### src/sv/tli_pkg.sv
// ----------------------------------------------------------------------------
// tli_pkg
// Shared constants and types for the table linear interpolator.
// ----------------------------------------------------------------------------
`default_nettype none

package tli_pkg;

  localparam int TABLE_DEPTH = 256;
  localparam int CNT_W       = 9;
  localparam int IDX_W       = 8;

  // func codes
  localparam logic [1:0] FN_CLEAR  = 2'd0;
  localparam logic [1:0] FN_APPEND = 2'd1;
  localparam logic [1:0] FN_QUERY  = 2'd2;

  // status codes
  localparam logic [2:0] ST_DONE    = 3'd0;
  localparam logic [2:0] ST_FULL    = 3'd1;
  localparam logic [2:0] ST_ORDER   = 3'd2;
  localparam logic [2:0] ST_RANGE   = 3'd3;
  localparam logic [2:0] ST_FEW     = 3'd4;
  localparam logic [2:0] ST_CLEARED = 3'd5;

  // back-end operations
  localparam logic [1:0] OP_PASS   = 2'd0;
  localparam logic [1:0] OP_APPEND = 2'd1;
  localparam logic [1:0] OP_QUERY  = 2'd2;

  localparam logic signed [31:0] SAT_MAX = 32'sh7fff_ffff;
  localparam logic signed [31:0] SAT_MIN = 32'sh8000_0000;

  typedef struct packed {
    logic [1:0]        op;
    logic signed [31:0] key;
    logic signed [31:0] value;
    logic [2:0]        status;
    logic [CNT_W-1:0]  count;
  } tli_cmd_t;

endpackage

`default_nettype wire

### src/sv/tli_queue.sv
// ----------------------------------------------------------------------------
// tli_queue
// Two-entry command queue between front and back.
// ----------------------------------------------------------------------------
`default_nettype none

module tli_queue (
  input  wire logic              clk,
  input  wire logic              rst,
  input  wire logic              push,
  input  wire tli_pkg::tli_cmd_t push_cmd,
  output logic                   full,
  input  wire logic              pop,
  output logic                   cmd_valid,
  output tli_pkg::tli_cmd_t      cmd
);
  import tli_pkg::*;

  tli_cmd_t   entry [2];
  logic       wptr;
  logic       rptr;
  logic [1:0] fill;

  assign full      = fill == 2'd2;
  assign cmd_valid = fill != 2'd0;
  assign cmd       = entry[rptr];

  always_ff @(posedge clk) begin
    if (rst) begin
      wptr <= 1'b0;
      rptr <= 1'b0;
      fill <= 2'd0;
    end else begin
      if (push) begin
        wptr <= ~wptr;
      end
      if (pop) begin
        rptr <= ~rptr;
      end
      if (push && !pop) begin
        fill <= fill + 2'd1;
      end else if (pop && !push) begin
        fill <= fill - 2'd1;
      end
    end
  end

  always_ff @(posedge clk) begin
    if (push) begin
      entry[wptr] <= push_cmd;
    end
  end

endmodule

`default_nettype wire

### config.mk
export PLATFORM = sky130hd
export DESIGN_NAME = tli_queue
export DESIGN_NICKNAME = d
export VERILOG_FILES = /design/src/sv/tli_pkg.sv /design/src/sv/tli_queue.sv
export SDC_FILE = /design/constraint.sdc
export NUM_CORES = 1
export LEC_CHECK = 0
export ABC_AREA = 1
export BUFFER_PORTS_ARGS = -buffer_cell sky130_fd_sc_hd__buf_4
export CORE_MARGIN = 1.5
export CORE_UTILIZATION = 48
export CTS_CLUSTER_SIZE = 25
export DETAILED_ROUTE_END_ITERATION = 7
export PLACE_DENSITY = 0.74
export REMOVE_ABC_BUFFERS = 1
export SYNTH_ARGS = -nofsm -noshare
export SYNTH_HDL_FRONTEND = slang
export SYNTH_SLANG_ARGS = --single-unit
### constraint.sdc
create_clock -name clk -period 10.3 [get_ports clk]
set_input_delay 0.515 -clock clk [delete_from_list [all_inputs] [get_ports clk]]
set_output_delay 0.515 -clock clk [all_outputs]
set_load 0.005 [all_outputs]
==> flow_metrics.py <==
metrics = {
    "run_status": {
        "outcome": "complete, no violations",
    },
    "die": {
        "start_util_pct": 49.4,
        "fp.dieArea_sq_um": 13000,
        "coreArea_sq_um": 12000,
        "rows": 40,
        "ios": 162,
        "dieWidth_microns": 114,
        "chipHeight_microns": 114,
    },
    "final_layout": {
        "drive_above_1_share_pct": 57.6,
        "final_util_pct": 64.9,
        "fillCellCount": 868,
        "multi_input_area_sq_um": 1050,
        "final-seq-area_sq_um": 4790,
        "fin_nets": 532,
        "area_growth_pct": 31.4,
        "antenna_cells": 0,
    },
    "sta": {
        "finalMaxSlewViolations": 0,
        "tightest_slew_ns": 1.13,
        "rsz0062_at_grt": "false",
        "final.setup.worst_slack_ns": 7.66,
        "finalSetupViolCount": 0,
        "min_period_ns": 2.64,
        "fin_skew_ns": 0.00514,
        "fmax_mhz": 379,
        "relSlewSlack_pct": 24.7,
        "fin_tns_setup_ns": 0,
        "finalHoldViolations": 0,
        "period_share_pct": 25.6,
    },
    "logic_synthesis": {
        "synthSimpleGateAreaFrac_pct": 1.03,
        "synth_top_family_by_area": "multiplexers",
        "synth-compound-area-share_pct": 0.169,
        "synth_top_area_share_pct": 78.9,
        "synthXorXnorAreaFrac_pct": 0.148,
        "netlist_area_sq_um": 5930,
        "synthMuxAreaShare_pct": 16.1,
        "synth_adder_area_share_pct": 0.211,
        "syn_inst": 276,
        "avgSynthCellArea_sq_um": 21.5,
        "ys_seq_area_share_pct": 80.6,
        "synth_area_leader_cell": "edfxtp_1",
        "synthTopCellsByArea": "edfxtp_1 (79%), mux2_2 (11%), mux2_4 (5.1%)",
        "synth_seq_cells": 161,
        "netlist-cell-type-count": 16,
        "synth-warning-count": 0,
    },
    "global_route": {
        "grt_pass1_vias": 3296,
        "antenna_found_initial": 0,
        "grt-ovfl-total": 0,
        "grt_max_degree": 79,
        "grt_usage_pct": 16.7,
        "grt_first_pass_wirelength_microns": 15900,
    },
    "worst_setup_path": {
        "worst-path-max-fanout": 78,
        "worst-path-buf-inv": 1,
        "arrival_ns": 2.13,
        "critical_path.cell_chain": "mux2_2 > buf_4",
        "required_ns": 9.79,
        "cp-end-kind": "primary output",
        "path_delay_family": "flip-flops",
        "crit_slowest_cell": "dfxtp_4",
        "max_stage_delay_ns": 1.08,
        "critical_path_class": "reg -> out",
        "worstSetupStartpointType": "flop",
    },
    "clocking": {
        "cts.sinks": 161,
        "clockBufferDepth": 2,
        "cts_tree": "built",
        "cts_resized": 0,
        "post_cts_buffers": 0,
        "numCtsBuffers": 17,
        "clock_latency_ns": 0.41,
        "cts_hold_buf": 0,
        "root_buffer": "clkbuf_16",
        "path_clk_slew_ns": 0.05,
        "cts_max_level": 4,
    },
    "job": {
        "cap_violations": 0,
    },
    "power_and_ir_drop": {
        "ir_drop_uv": 115,
        "p_switching_w": 0.000296,
        "combPwrFrac_pct": 10.3,
        "switching_share_pct": 20.0,
        "seqPwrFrac_pct": 52.7,
        "clkPwrFrac_pct": 37.0,
        "p_leak_nw": 3.00,
        "p_total_w": 0.00148,
        "internal_power_w": 0.00118,
        "power_density_nw_per_um2": 189,
    },
    "route": {
        "drt.antenna.violating_nets": 0,
        "drc_errors": 0,
        "wl_per_cell_microns": 16.7,
        "vias": 2985,
        "drtPass1Iterations": 4,
        "drt_iter0_drc": 141,
        "viasPerCell": 4.90,
        "wl_microns": 10200,
    },
    "place": {
        "place_ws_ns": 7.82,
        "portBuffers": 161,
        "routabilityCongestion": 0.693,
        "dpl.hpwl_microns": 6560,
    },
    "worst_hold_path": {
        "hold_path_class": "in -> reg",
    },
}
[state kept, by name, indices dropped and copies added (netlist names), named ones only]
name	flops
entry	156
rptr	1
wptr	1
fill	2
[cells by family (layout without fill, tap and decap cells)]
kind of cell    after synthesis  in the layout
fa+ha+maj                     1              1
flops                       161            161
buf+inv                      18            204
xor+xnor                      1              1
mux                          78             78
simple gates                 15             15
compound gates                2              2
[Yosys cell counts]
cell type / n
dfxtp_1: 5
mux2_2: 58
inv_1: 9
o21ai_0: 1
buf_2: 5
nand4_1: 1
nor2_1: 6
nor3_1: 1
ha_1: 1
mux2_4: 20
a21oi_1: 1
xnor2_1: 1
buf_6: 4
edfxtp_1: 156
nand3_1: 1
nand2_1: 6
[path summary, 6_finish.rpt]
path                                endpoint  slack [ns]    startpoint  depth (start not counted)
worst min-delay path            entry[1][45]        0.28  push_cmd[45]                          1
worst max-delay path                  cmd[8]        7.66          flop                          2
worst min register to register          rptr        0.52          rptr                          2
worst max register to register  entry[0][21]        8.21          wptr                          2
[placed cells by master (no fill, tap or decap)]
cell and instances:
mux2_4 20, clkinv_1 5, clkinv_2 5, nor2_1 5
ha_1 1, o21ai_0 1, dfxtp_4 1, dfxtp_1 4
nand4_1 1, xnor2_1 1, edfxtp_1 156, clkbuf_16 17
bufinv_16 1, nand3_1 1, a21oi_1 1, inv_1 8
nand2_1 6, buf_4 163, nor2_4 1, clkbuf_1 5
mux2_2 58, nor3_1 1
[worst reg2reg max path: stages (launching register included)]
cell and delay (ns):
dfxtp_1 0.34, nor2_4 0.64, buf_4 0.71
[per-stage QoR]
step	hold WS [ns]	cells	instance area, sq um
2_1_floorplan	0.480	267	5860
3_3_place_gp	0.496	577	7280
3_5_place_dp	0.502	577	7280
4_1_cts	0.261	609	7800
5_1_grt	0.258	609	7800
6_report	0.280	609	7800
[cell type report]
class                           instances  share of cell area (%)
Sequential cell                       161                    61.4
Timing Repair Buffer                  163                    15.7
Multi-Input combinational cell         97                    13.5
Clock buffer                           22                    5.70
Tap cell                              147                    2.36
Clock inverter                         10                   0.883
Inverter                                9                   0.449
[layer usage]
metal | part of all wire, % | GRT usage (%) | vias up
li1 | - | - | 1419
met1 | 41 | 18.9 | 1438
met2 | 50 | 27.5 | 113
met3 | 7.3 | 7.15 | 15
met4 | 1.6 | 7.67 | 0
met5 | 0 | 0 | -
[power by group through the flow]
stage	sequential [W]	combinational, W	clock, W
global route	0.000784	0.000164	0.000584
detailed placement	0.000794	0.000154	0
global placement	0.000792	0.000151	0
finish	0.000779	0.000152	0.000546
floorplan	0.000789	0.0000692	0
CTS	0.000781	0.000155	0.000559
No activity file was read; power rests on OpenSTA's default activity.
