File: config.mk
export PLATFORM = sky130hd
export DESIGN_NAME = tli_front
export DESIGN_NICKNAME = d
export VERILOG_FILES = /design/src/sv/tli_pkg.sv /design/src/sv/tli_front.sv
export SDC_FILE = /design/constraint.sdc
export NUM_CORES = 1
export LEC_CHECK = 0
export BUFFER_PORTS_ARGS = -buffer_cell sky130_fd_sc_hd__buf_2
export CAP_MARGIN = 30
export CORE_ASPECT_RATIO = 0.9
export CORE_UTILIZATION = 60
export DETAILED_ROUTE_END_ITERATION = 12
export PLACE_DENSITY = 0.94
export SLEW_MARGIN = 20
export SYNTH_ARGS = -nofsm -noshare
export SYNTH_HDL_FRONTEND = slang
export SYNTH_SLANG_ARGS = --single-unit
export TNS_END_PERCENT = 50
File: constraint.sdc
create_clock -name clk -period 11.2 [get_ports clk]
set_input_delay 2.24 -clock clk [delete_from_list [all_inputs] [get_ports clk]]
set_output_delay 2.24 -clock clk [all_outputs]
set_load 0.01 [all_outputs]
File: src/sv/tli_pkg.sv
// ----------------------------------------------------------------------------
// tli_pkg
// Shared constants and types for the table linear interpolator.
// ----------------------------------------------------------------------------
`default_nettype none

package tli_pkg;

  localparam int TABLE_DEPTH = 256;
  localparam int CNT_W       = 9;
  localparam int IDX_W       = 8;

  // func codes
  localparam logic [1:0] FN_CLEAR  = 2'd0;
  localparam logic [1:0] FN_APPEND = 2'd1;
  localparam logic [1:0] FN_QUERY  = 2'd2;

  // status codes
  localparam logic [2:0] ST_DONE    = 3'd0;
  localparam logic [2:0] ST_FULL    = 3'd1;
  localparam logic [2:0] ST_ORDER   = 3'd2;
  localparam logic [2:0] ST_RANGE   = 3'd3;
  localparam logic [2:0] ST_FEW     = 3'd4;
  localparam logic [2:0] ST_CLEARED = 3'd5;

  // back-end operations
  localparam logic [1:0] OP_PASS   = 2'd0;
  localparam logic [1:0] OP_APPEND = 2'd1;
  localparam logic [1:0] OP_QUERY  = 2'd2;

  localparam logic signed [31:0] SAT_MAX = 32'sh7fff_ffff;
  localparam logic signed [31:0] SAT_MIN = 32'sh8000_0000;

  typedef struct packed {
    logic [1:0]        op;
    logic signed [31:0] key;
    logic signed [31:0] value;
    logic [2:0]        status;
    logic [CNT_W-1:0]  count;
  } tli_cmd_t;

endpackage

`default_nettype wire

File: src/sv/tli_front.sv
// ----------------------------------------------------------------------------
// tli_front
// Accepts words, tracks point count and end keys, classifies each word.
// ----------------------------------------------------------------------------
`default_nettype none

module tli_front (
  input  wire logic               clk,
  input  wire logic               rst,
  input  wire logic               cfg_we,
  input  wire logic [15:0]        cfg_wdata,
  input  wire logic               in_valid,
  output logic                    in_stall,
  input  wire logic [1:0]         func,
  input  wire logic signed [31:0] key,
  input  wire logic signed [31:0] point_value,
  input  wire logic               q_full,
  output logic                    push,
  output tli_pkg::tli_cmd_t       push_cmd
);
  import tli_pkg::*;

  logic [CNT_W-1:0]   count;
  logic [CNT_W-1:0]   count_next;
  logic signed [31:0] first_key;
  logic signed [31:0] last_key;
  logic [15:0]        tol;
  logic               app_ok;
  logic signed [33:0] key_x;
  logic signed [33:0] last_hi;
  logic signed [33:0] first_lo;

  assign in_stall = q_full;
  assign push     = in_valid && !q_full;

  assign key_x    = {{2{key[31]}}, key};
  assign last_hi  = {{2{last_key[31]}}, last_key} + $signed({18'b0, tol});
  assign first_lo = {{2{first_key[31]}}, first_key} - $signed({18'b0, tol});

  always_comb begin
    push_cmd.op     = OP_PASS;
    push_cmd.key    = key;
    push_cmd.value  = point_value;
    push_cmd.status = ST_DONE;
    count_next      = count;
    app_ok          = 1'b0;
    case (func)
      FN_CLEAR: begin
        count_next      = '0;
        push_cmd.status = ST_CLEARED;
      end
      FN_APPEND: begin
        if (count == CNT_W'(TABLE_DEPTH)) begin
          push_cmd.status = ST_FULL;
        end else if (count != '0 && key_x <= last_hi) begin
          push_cmd.status = ST_ORDER;
        end else begin
          push_cmd.op = OP_APPEND;
          count_next  = count + 1'b1;
          app_ok      = 1'b1;
        end
      end
      FN_QUERY: begin
        if (count < CNT_W'(2)) begin
          push_cmd.status = ST_FEW;
        end else if (key_x < first_lo || key_x > last_hi) begin
          push_cmd.status = ST_RANGE;
        end else begin
          push_cmd.op = OP_QUERY;
        end
      end
      default: begin
      end
    endcase
    push_cmd.count = count_next;
  end

  always_ff @(posedge clk) begin
    if (rst) begin
      count <= '0;
      tol   <= '0;
    end else begin
      if (cfg_we) begin
        tol <= cfg_wdata;
      end
      if (push) begin
        count <= count_next;
      end
    end
  end

  // end keys: payload, only read while count covers them
  always_ff @(posedge clk) begin
    if (push && app_ok) begin
      last_key <= key;
      if (count == '0) begin
        first_key <= key;
      end
    end
  end

endmodule

`default_nettype wire

==> impl_metrics.ini, run 1 <==
[grt]
grt_pass1_wl_mm = 26.9
grt_overflow = 0
grt_pass1_vias = 5474
grt_max_degree = 33
grtUsageTotal_pct = 27.1
antenna_found_initial = 0

[setup_path]
slowest_stage = a211oi_2
arrival_ns = 5.61
r2r_slack_ns = 5.75
path_class = flip-flop to output pin
cp_max_fo = 10
required_ns = 8.96
crit_start = last_key[6]$_DFFE_PP_
ff2ff_path_depth = 18
reg2reg_from = last_key[6]$_DFFE_PP_
worstReg2RegEnd = last_key[13]$_DFFE_PP_
critPathMaxStageDelay_ns = 0.54
endpoint = push_cmd[2]
worstSetupStartpointType = flip-flop
crit_chain = ha_1, a21o_1, a221oi_1, o311ai_0, o211ai_1, a21boi_1, a211oi_2, nor2_1, xnor2_1, ha_1, a211oi_1, nor2_1, o41ai_1, o2111ai_1, o21ai_2, a21o_1, inv_1, nand2_1, mux2i_1, buf_2
end_kind = output pin

[drt]
dr.pass1.iters = 6
wirelength_mm = 16.7
drcViolationCount = 0
wire_per_inst_um = 17.3
drtIter0Drc = 388
viasPerCell = 6.03
vias = 5823
drtAntennaViolNets = 0

[power]
swShare_pct = 31.7
total_power_mw = 0.927
p_leak_nw = 3.39
clkPwrFrac_pct = 32.7
power_frac_comb_pct = 25.6
p_int_mw = 0.633
p_per_area_mw_per_mm2 = 118
seq_power_share_pct = 41.7
peakVddDrop_mv = 0.0808
p_switching_mw = 0.294

[logic_synthesis]
async_flop_share_pct = 0
ys_seq_area_share_pct = 33.0
synthCells = 768
syn_area_mm2 = 0.00733
yosys_warnings = 0
synthFlopType = edfxtp_1
syn-mean-instance-area_um2 = 9.55
syn_nets = 960
ys_seq_elements = 89
netlist-cell-type-count = 65
synth_edf_count = 64

[cts]
cts.htree.levels = 3
cts_resized = 0
cts_tree = yes
cts_buffers = 9
clkTransAtPathRegs_ns = 0.07
post_cts_buffers = 0
clock_tree.root_cell = clkbuf_16
cts.path.max_buffers = 2
cts_sinks = 89
cts_hold_buf = 0
clk_latency_ns = 0.36

[sta]
setup_tns_ns = 0
rsz0062_at_grt = false
clock.fmax_ghz = 0.127
final-setup-viol-count = 0
post-route-period-util_pct = 70.1
hold_viol = 0
finalCriticalPeriod_ns = 7.85
skew_ns = 0.00923
tightest_slew_ns = 0.805
slew_violations = 0
maxSlewHeadroom_pct = 46.0
setup_slack_ns = 3.35

[placement]
place_congestion = 0.979
pre_cts_slack_ns = 3.88
dp_hpwl_mm = 12.6
place_inst = 949
io_buffers = 102
place_area_mm2 = 0.00753

[finish]
final_common_cell = ha_1
seqCellArea_mm2 = 0.00242
diodes = 0
design_area_mm2 = 0.00785
layout_common_cells = ha_1, buf_2, edfxtp_1
stdcell_count = 966
area_growth_syn_to_layout_pct = 7.05
fillers = 905
final_nets = 997
drive_above_1_share_pct = 16.8
multi_input_area_mm2 = 0.00423

[floorplan]
io_pins = 167
start_util_pct = 62.9
die_w_um = 119
fp-row-count = 37
die-area_mm2 = 0.0127
design.core.area_mm2 = 0.0117
die_y_um = 107

[hold_path]
min_path_cells = 2
hold_path.class = flip-flop to flip-flop

[job]
max-cap-violations = 0

[run_status]
outcome = completed
-- worst min path at each step --
stage / to / from
after floorplan: tol[3]$_SDFFE_PP0P_ / tol[3]$_SDFFE_PP0P_
after global placement: tol[6]$_SDFFE_PP0P_ / tol[6]$_SDFFE_PP0P_
after detailed placement: tol[1]$_SDFFE_PP0P_ / tol[1]$_SDFFE_PP0P_
after CTS: tol[6]$_SDFFE_PP0P_ / tol[6]$_SDFFE_PP0P_
after global routing: tol[15]$_SDFFE_PP0P_ / tol[15]$_SDFFE_PP0P_
final: tol[6]$_SDFFE_PP0P_ / tol[6]$_SDFFE_PP0P_
-- critical path, delay by kind of cell, from the launching register on --
| family | cells | cell delay [ns] |
|---|---|---|
| compound gates | 11 | 3.24 |
| fa+ha+maj | 2 | 0.65 |
| flops | 1 | 0.37 |
| buf+inv | 2 | 0.31 |
| simple gates | 3 | 0.29 |
| xor+xnor | 1 | 0.21 |
| mux | 1 | 0.17 |
-- synth_stat cells, types with 4 or more instances --
cell type  number  area [um^2]
a211oi_1        5         37.5
a21o_1         27          203
a21oi_1        44          220
a221oi_1        4         35.0
and3_1          8         50.1
and4_1          5         43.8
buf_4          65          488
clkbuf_1       12         45.0
dfxtp_1        25          500
edfxtp_1       64         1920
ha_1          103         1290
inv_1          41          154
mux2i_1        21          210
nand2_1        45          169
nand2b_1        9         56.3
nand3_1        21          105
nand4_1        17          106
nor2_1         61          229
nor2b_1        15         93.8
nor3_1         14         70.1
nor3b_1         4         30.0
nor4_1          5         31.3
o211ai_1        9         67.6
o21a_1          5         37.5
o21ai_0        24          120
o31ai_1         5         37.5
xnor2_1        36          315
xor2_1         19          166
-- power groups by stage --
| stage | Clock (mW) | Combinational, mW | Sequential (mW) |
|---|---|---|---|
| 2_1_floorplan | 0 | 0.181 | 0.387 |
| 3_3_place_gp | 0 | 0.222 | 0.393 |
| 3_5_place_dp | 0 | 0.231 | 0.393 |
| 4_1_cts | 0.305 | 0.234 | 0.386 |
| 5_1_grt | 0.318 | 0.263 | 0.389 |
| 6_report | 0.303 | 0.238 | 0.387 |
-- metrics by stage --
stage               utilization [%]  hold slack [ns]
floorplan                         -            0.487
global placement               64.5            0.519
detailed placement             64.5            0.519
CTS                            67.1            0.548
global route                   67.3            0.581
finish                         67.3            0.545
-- flip-flops by register name, summed over array words and instances, names as in the netlist --
register   cells
first_key     32
last_key      32
tol           16
count          9
-- per-layer routing --
metal / vias to the layer above / GRT usage [%] / part of all wire (%)
met1: 2719 / 35.9 / 44
met2: 246 / 42.9 / 46
li1: 2822 / - / -
met3: 36 / 6.12 / 7.8
met4: 0 / 11.4 / 2.7
met5: - / 0 / 0
-- cell families after synthesis --
logic type / synth area share [%]
buffers and inverters: 9.47
adder cells (fa/ha/maj): 18.1
multiplexers: 2.87
XOR/XNOR: 6.57
AND/OR/NAND/NOR: 16.0
flip-flops: 33.0
AO/OA/AOI/OAI: 14.0
-- area by class of cell --
class	count	share of cell area [%]
Multi-Input combinational cell	559	53.9
Clock buffer	10	3.19
Tap cell	156	2.49
Inverter	41	1.96
Clock inverter	6	0.574
Sequential cell	89	30.9
Timing Repair Buffer	105	7.04
Power figures use the tool's default switching activity.
==> inputs of run 2 (changes only) <==
--- a/config.mk
+++ b/config.mk
@@ -8,9 +8,9 @@
 export BUFFER_PORTS_ARGS = -buffer_cell sky130_fd_sc_hd__buf_2
 export CAP_MARGIN = 30
 export CORE_ASPECT_RATIO = 0.9
-export CORE_UTILIZATION = 60
+export CORE_UTILIZATION = 50
 export DETAILED_ROUTE_END_ITERATION = 12
-export PLACE_DENSITY = 0.94
+export PLACE_DENSITY = 0.85
 export SLEW_MARGIN = 20
 export SYNTH_ARGS = -nofsm -noshare
 export SYNTH_HDL_FRONTEND = slang
==> constraint.sdc (replaced) <==
create_clock -name clk -period 6.6 [get_ports clk]
set_input_delay 1.32 -clock clk [delete_from_list [all_inputs] [get_ports clk]]
set_output_delay 1.32 -clock clk [all_outputs]
set_load 0.01 [all_outputs]
==> impl_metrics.ini, run 2 (synthesis gave the netlist of run 1 again) <==
[run_status]
outcome = completed

[setup_path]
path_class = flip-flop to output pin
ff2ff_path_depth = 22
crit_start = first_key[0]$_DFFE_PP_
end_kind = output pin
worstSetupStartpointType = flip-flop
reg2reg_from = last_key[0]$_DFFE_PP_
cp_max_fo = 4
required_ns = 5.28
arrival_ns = 5.12

[floorplan]
io_pins = 167
die_y_um = 117
fp-row-count = 41
design.core.area_mm2 = 0.0142
start_util_pct = 51.8
die_w_um = 130
die-area_mm2 = 0.0152

[drt]
wire_per_inst_um = 16.9
wirelength_mm = 17.2
vias = 5827
drtAntennaViolNets = 0
drcViolationCount = 0
drtIter0Drc = 425
viasPerCell = 5.75
dr.pass1.iters = 5

[cts]
clkTransAtPathRegs_ns = 0.06
cts.htree.levels = 3
clock_tree.root_cell = clkbuf_16
cts_hold_buf = 0
clk_latency_ns = 0.35
cts_sinks = 89
cts_buffers = 9
cts_tree = yes
cts.path.max_buffers = 2

[power]
peakVddDrop_mv = 0.130
p_per_area_mw_per_mm2 = 192
p_leak_nw = 3.46

[placement]
io_buffers = 102
place_area_mm2 = 0.00760
pre_cts_slack_ns = 0.362
place_congestion = 0.920
dp_hpwl_mm = 12.5

[grt]
grtUsageTotal_pct = 23.1
antenna_found_initial = 1
grt_pass1_wl_mm = 27.0
grt_overflow = 0
grt_pass1_vias = 5365
grt_max_degree = 33

[finish]
final_nets = 1008
fillers = 1201
multi_input_area_mm2 = 0.00437
reg_top3 = first_key (32), last_key (32), tol (16)
area_growth_syn_to_layout_pct = 10.2
layout_common_cells = ha_1, buf_2, edfxtp_1
design_area_mm2 = 0.00808
fin_util_pct = 57.1
final_common_cell = ha_1
drive_above_1_share_pct = 19.7
diodes = 0
seqCellArea_mm2 = 0.00242

[sta]
final-setup-viol-count = 0
maxSlewHeadroom_pct = 51.0
slew_violations = 0
post-route-period-util_pct = 97.6
finalCriticalPeriod_ns = 6.44
tightest_slew_ns = 0.735
hold_viol = 0
clock.fmax_ghz = 0.155
setup_slack_ns = 0.156
setup_tns_ns = 0
hold_ws_ns = 0.535
skew_ns = 0.00758

[hold_path]
hold_path.class = flip-flop to flip-flop
hp-start = tol[1]$_SDFFE_PP0P_
min_path_cells = 2

[job]
max-cap-violations = 0
run 2: area by class of cell:
cell class,count,area share (%)
clock buffers,13,3.10
clock inverters,3,0.217
well taps,193,2.99
multi-input cells,559,54.0
repair buffers,116,7.82
flip-flops and latches,89,30.0
inverters,41,1.90
run 2: metal layers:
metal  up-vias  wire [um]  global-route usage (%)
li1       2838          -                       -
met4         0        169                    6.05
met3        12       1310                    4.64
met1      2736       7900                    32.0
met2       241       7780                    36.8
met5         -          0                       0
run 2: worst max-delay path, stage by stage, from the launching register on:
cell       delay, ns
edfxtp_1        0.36
inv_1           0.06
ha_1            0.16
inv_1           0.05
fa_1            0.39
a21o_1          0.17
a21oi_1         0.24
nand2b_1        0.20
a21oi_1         0.15
a221o_1         0.37
o21ai_0         0.20
nand2b_1        0.09
xnor2_1         0.13
ha_1            0.29
a21o_1          0.18
a21o_1          0.16
a21oi_1         0.18
o21ai_0         0.20
a21oi_1         0.26
o2111ai_2       0.23
a311o_1         0.39
o21ai_0         0.10
buf_2           0.17
run 2: final timing paths:
check | endpoint | slack (ns)
worst max-delay path | push_cmd[9] | 0.16
worst min-delay path | tol[1]$_SDFFE_PP0P_ | 0.53
worst max register to register | last_key[20]$_DFFE_PP_ | 1.68
worst min register to register | tol[1]$_SDFFE_PP0P_ | 0.53
run 2: report_power, final:
group          switching [mW]  internal (mW)
registers              0.0300          0.627
logic                   0.247          0.176
clock network           0.205          0.264
run 2: what timing repair did:
| item | CTS | global route |
|---|---|---|
| setup endpoints to repair | 2 | 12 |
| buffers inserted | 0 | 7 |
| resized for setup | 1 | 25 |
| pin swaps | 0 | 9 |
| hold endpoints to repair | 0 | 0 |
run 2: through the flow:
step | power, mW | cells
final | 1.55 | 1014
after global routing | 1.63 | 1014
after CTS | 1.53 | 1006
after detailed placement | 1.06 | 990
after global placement | 1.05 | 990
after floorplan | 0.964 | 768
==> inputs of run 3 (changes only) <==
--- a/config.mk
+++ b/config.mk
@@ -11,6 +11,7 @@
 export CORE_UTILIZATION = 50
 export DETAILED_ROUTE_END_ITERATION = 12
 export PLACE_DENSITY = 0.85
+export REMOVE_ABC_BUFFERS = 1
 export SLEW_MARGIN = 20
 export SYNTH_ARGS = -nofsm -noshare
 export SYNTH_HDL_FRONTEND = slang
==> impl_metrics.ini, run 3 (synthesis gave the netlist of run 1 again) <==
[run_status]
outcome = completed

[setup_path]
path_class = flip-flop to output pin
end_kind = output pin
crit_start = last_key[6]$_DFFE_PP_
cp_max_fo = 8
worstSetupStartpointType = flip-flop
reg2reg_from = last_key[6]$_DFFE_PP_
r2r_slack_ns = 1.69
endpoint = push_cmd[2]
arrival_ns = 5.01
ff2ff_path_depth = 19
worstReg2RegEnd = last_key[27]$_DFFE_PP_
required_ns = 5.28

[finish]
fillers = 1202
design_area_mm2 = 0.00806
reg_top3 = first_key (32), last_key (32), tol (16)
final_common_cell = buf_2
multi_input_area_mm2 = 0.00434
layout_common_cells = buf_2, ha_1, edfxtp_1
area_growth_syn_to_layout_pct = 9.86
stdcell_count = 1011
seqCellArea_mm2 = 0.00242
drive_above_1_share_pct = 19.2
final_nets = 1004

[sta]
slew_violations = 0
clock.fmax_ghz = 0.158
tightest_slew_ns = 0.726
finalCriticalPeriod_ns = 6.33
skew_ns = 0.00987
post-route-period-util_pct = 95.9
setup_slack_ns = 0.272
hold_viol = 0
maxSlewHeadroom_pct = 51.3
setup_tns_ns = 0
final-setup-viol-count = 0

[grt]
grtUsageTotal_pct = 24.0
grt_overflow = 0
grt_max_degree = 33
grt_pass1_vias = 5531
grt_pass1_wl_mm = 27.7
antenna_found_initial = 2

[power]
peakVddDrop_mv = 0.120
p_leak_nw = 3.45
total_power_mw = 1.59
p_per_area_mw_per_mm2 = 197

[cts]
clkTransAtPathRegs_ns = 0.06
clk_latency_ns = 0.36
cts_hold_buf = 0
clock_tree.root_cell = clkbuf_16
cts.htree.levels = 3
cts_buffers = 9
cts_sinks = 89
cts_tree = yes
cts.path.max_buffers = 2

[placement]
place_congestion = 0.860
dp_hpwl_mm = 13.3
pre_cts_slack_ns = 0.365
place_area_mm2 = 0.00759
io_buffers = 102
place_inst = 989

[drt]
drtIter0Drc = 324
wirelength_mm = 17.8
drcViolationCount = 0
vias = 5806
wire_per_inst_um = 17.7
drtAntennaViolNets = 0
viasPerCell = 5.74
dr.pass1.iters = 5

[floorplan]
die_w_um = 130
fp-row-count = 41
die-area_mm2 = 0.0152
design.core.area_mm2 = 0.0142
start_util_pct = 51.8
io_pins = 167
die_y_um = 117

[hold_path]
min_path_cells = 2
hold_path.class = flip-flop to flip-flop

[job]
max-cap-violations = 0
run 3: per-stage QoR:
step | utilization, % | hold WS, ns
floorplan | - | 0.487
global placement | 53.6 | 0.516
detailed placement | 53.6 | 0.529
CTS | 55.7 | 0.543
global route | 56.9 | 0.568
finish | 56.9 | 0.528
run 3: repair_timing:
item / 4_1_cts / 5_1_grt
endpoints found under the setup margin: 2 / 12
buffers inserted: 0 / 4
gates resized for setup: 1 / 22
gates cloned: 0 / 0
pin swaps: 0 / 5
run 3: how the worst min path moves through the flow:
stage | from | endpoint | slack (ns)
CTS | tol[1]$_SDFFE_PP0P_ | tol[1]$_SDFFE_PP0P_ | 0.54
global route | tol[0]$_SDFFE_PP0P_ | tol[0]$_SDFFE_PP0P_ | 0.57
floorplan | tol[10]$_SDFFE_PP0P_ | tol[10]$_SDFFE_PP0P_ | 0.49
detailed placement | tol[1]$_SDFFE_PP0P_ | tol[1]$_SDFFE_PP0P_ | 0.53
global placement | tol[1]$_SDFFE_PP0P_ | tol[1]$_SDFFE_PP0P_ | 0.52
finish | tol[1]$_SDFFE_PP0P_ | tol[1]$_SDFFE_PP0P_ | 0.53
run 3: worst max-delay path, cell delays in order, from the launching register on:
cell	delay [ns]
edfxtp_1	0.36
ha_1	0.37
a21o_1	0.21
a221oi_1	0.36
o311ai_0	0.20
o211ai_1	0.20
a21boi_2	0.12
a211oi_2	0.22
buf_4	0.20
nor3b_2	0.06
xnor2_1	0.12
ha_1	0.30
a21oi_1	0.20
a21oi_1	0.11
o41ai_2	0.36
o2111ai_2	0.20
o21ai_4	0.31
a21o_4	0.22
inv_1	0.11
nand2_1	0.10
mux2i_1	0.17
buf_2	0.14
run 3: power breakdown:
part | total (mW) | internal [mW] | leakage, nW | switching, mW
sequential | 0.656 | 0.627 | 0.784 | 0.0291
combinational | 0.413 | 0.174 | 2.52 | 0.239
clock | 0.518 | 0.303 | 0.144 | 0.215
total | 1.59 | 1.10 | 3.45 | 0.483
run 3: cell type report:
class                   count  share of cell area, %
diodes                      1                 0.0311
clock buffers              13                   3.11
clock inverters             3                  0.497
inverters                  41                   1.91
multi-input cells         559                   53.9
flip-flops and latches     89                   30.1
well taps                 193                   3.00
repair buffers            112                   7.48
run 3: layer usage:
| layer | wire (um) | GRT usage (%) | up-vias | share of wire (%) |
|---|---|---|---|---|
| li1 | - | - | 2824 | - |
| met4 | 371 | 8.60 | 2 | 2.1 |
| met3 | 1390 | 7.77 | 28 | 7.8 |
| met5 | 10 | 1.96 | - | 0.056 |
| met2 | 8020 | 37.9 | 194 | 45 |
| met1 | 8060 | 30.6 | 2758 | 45 |
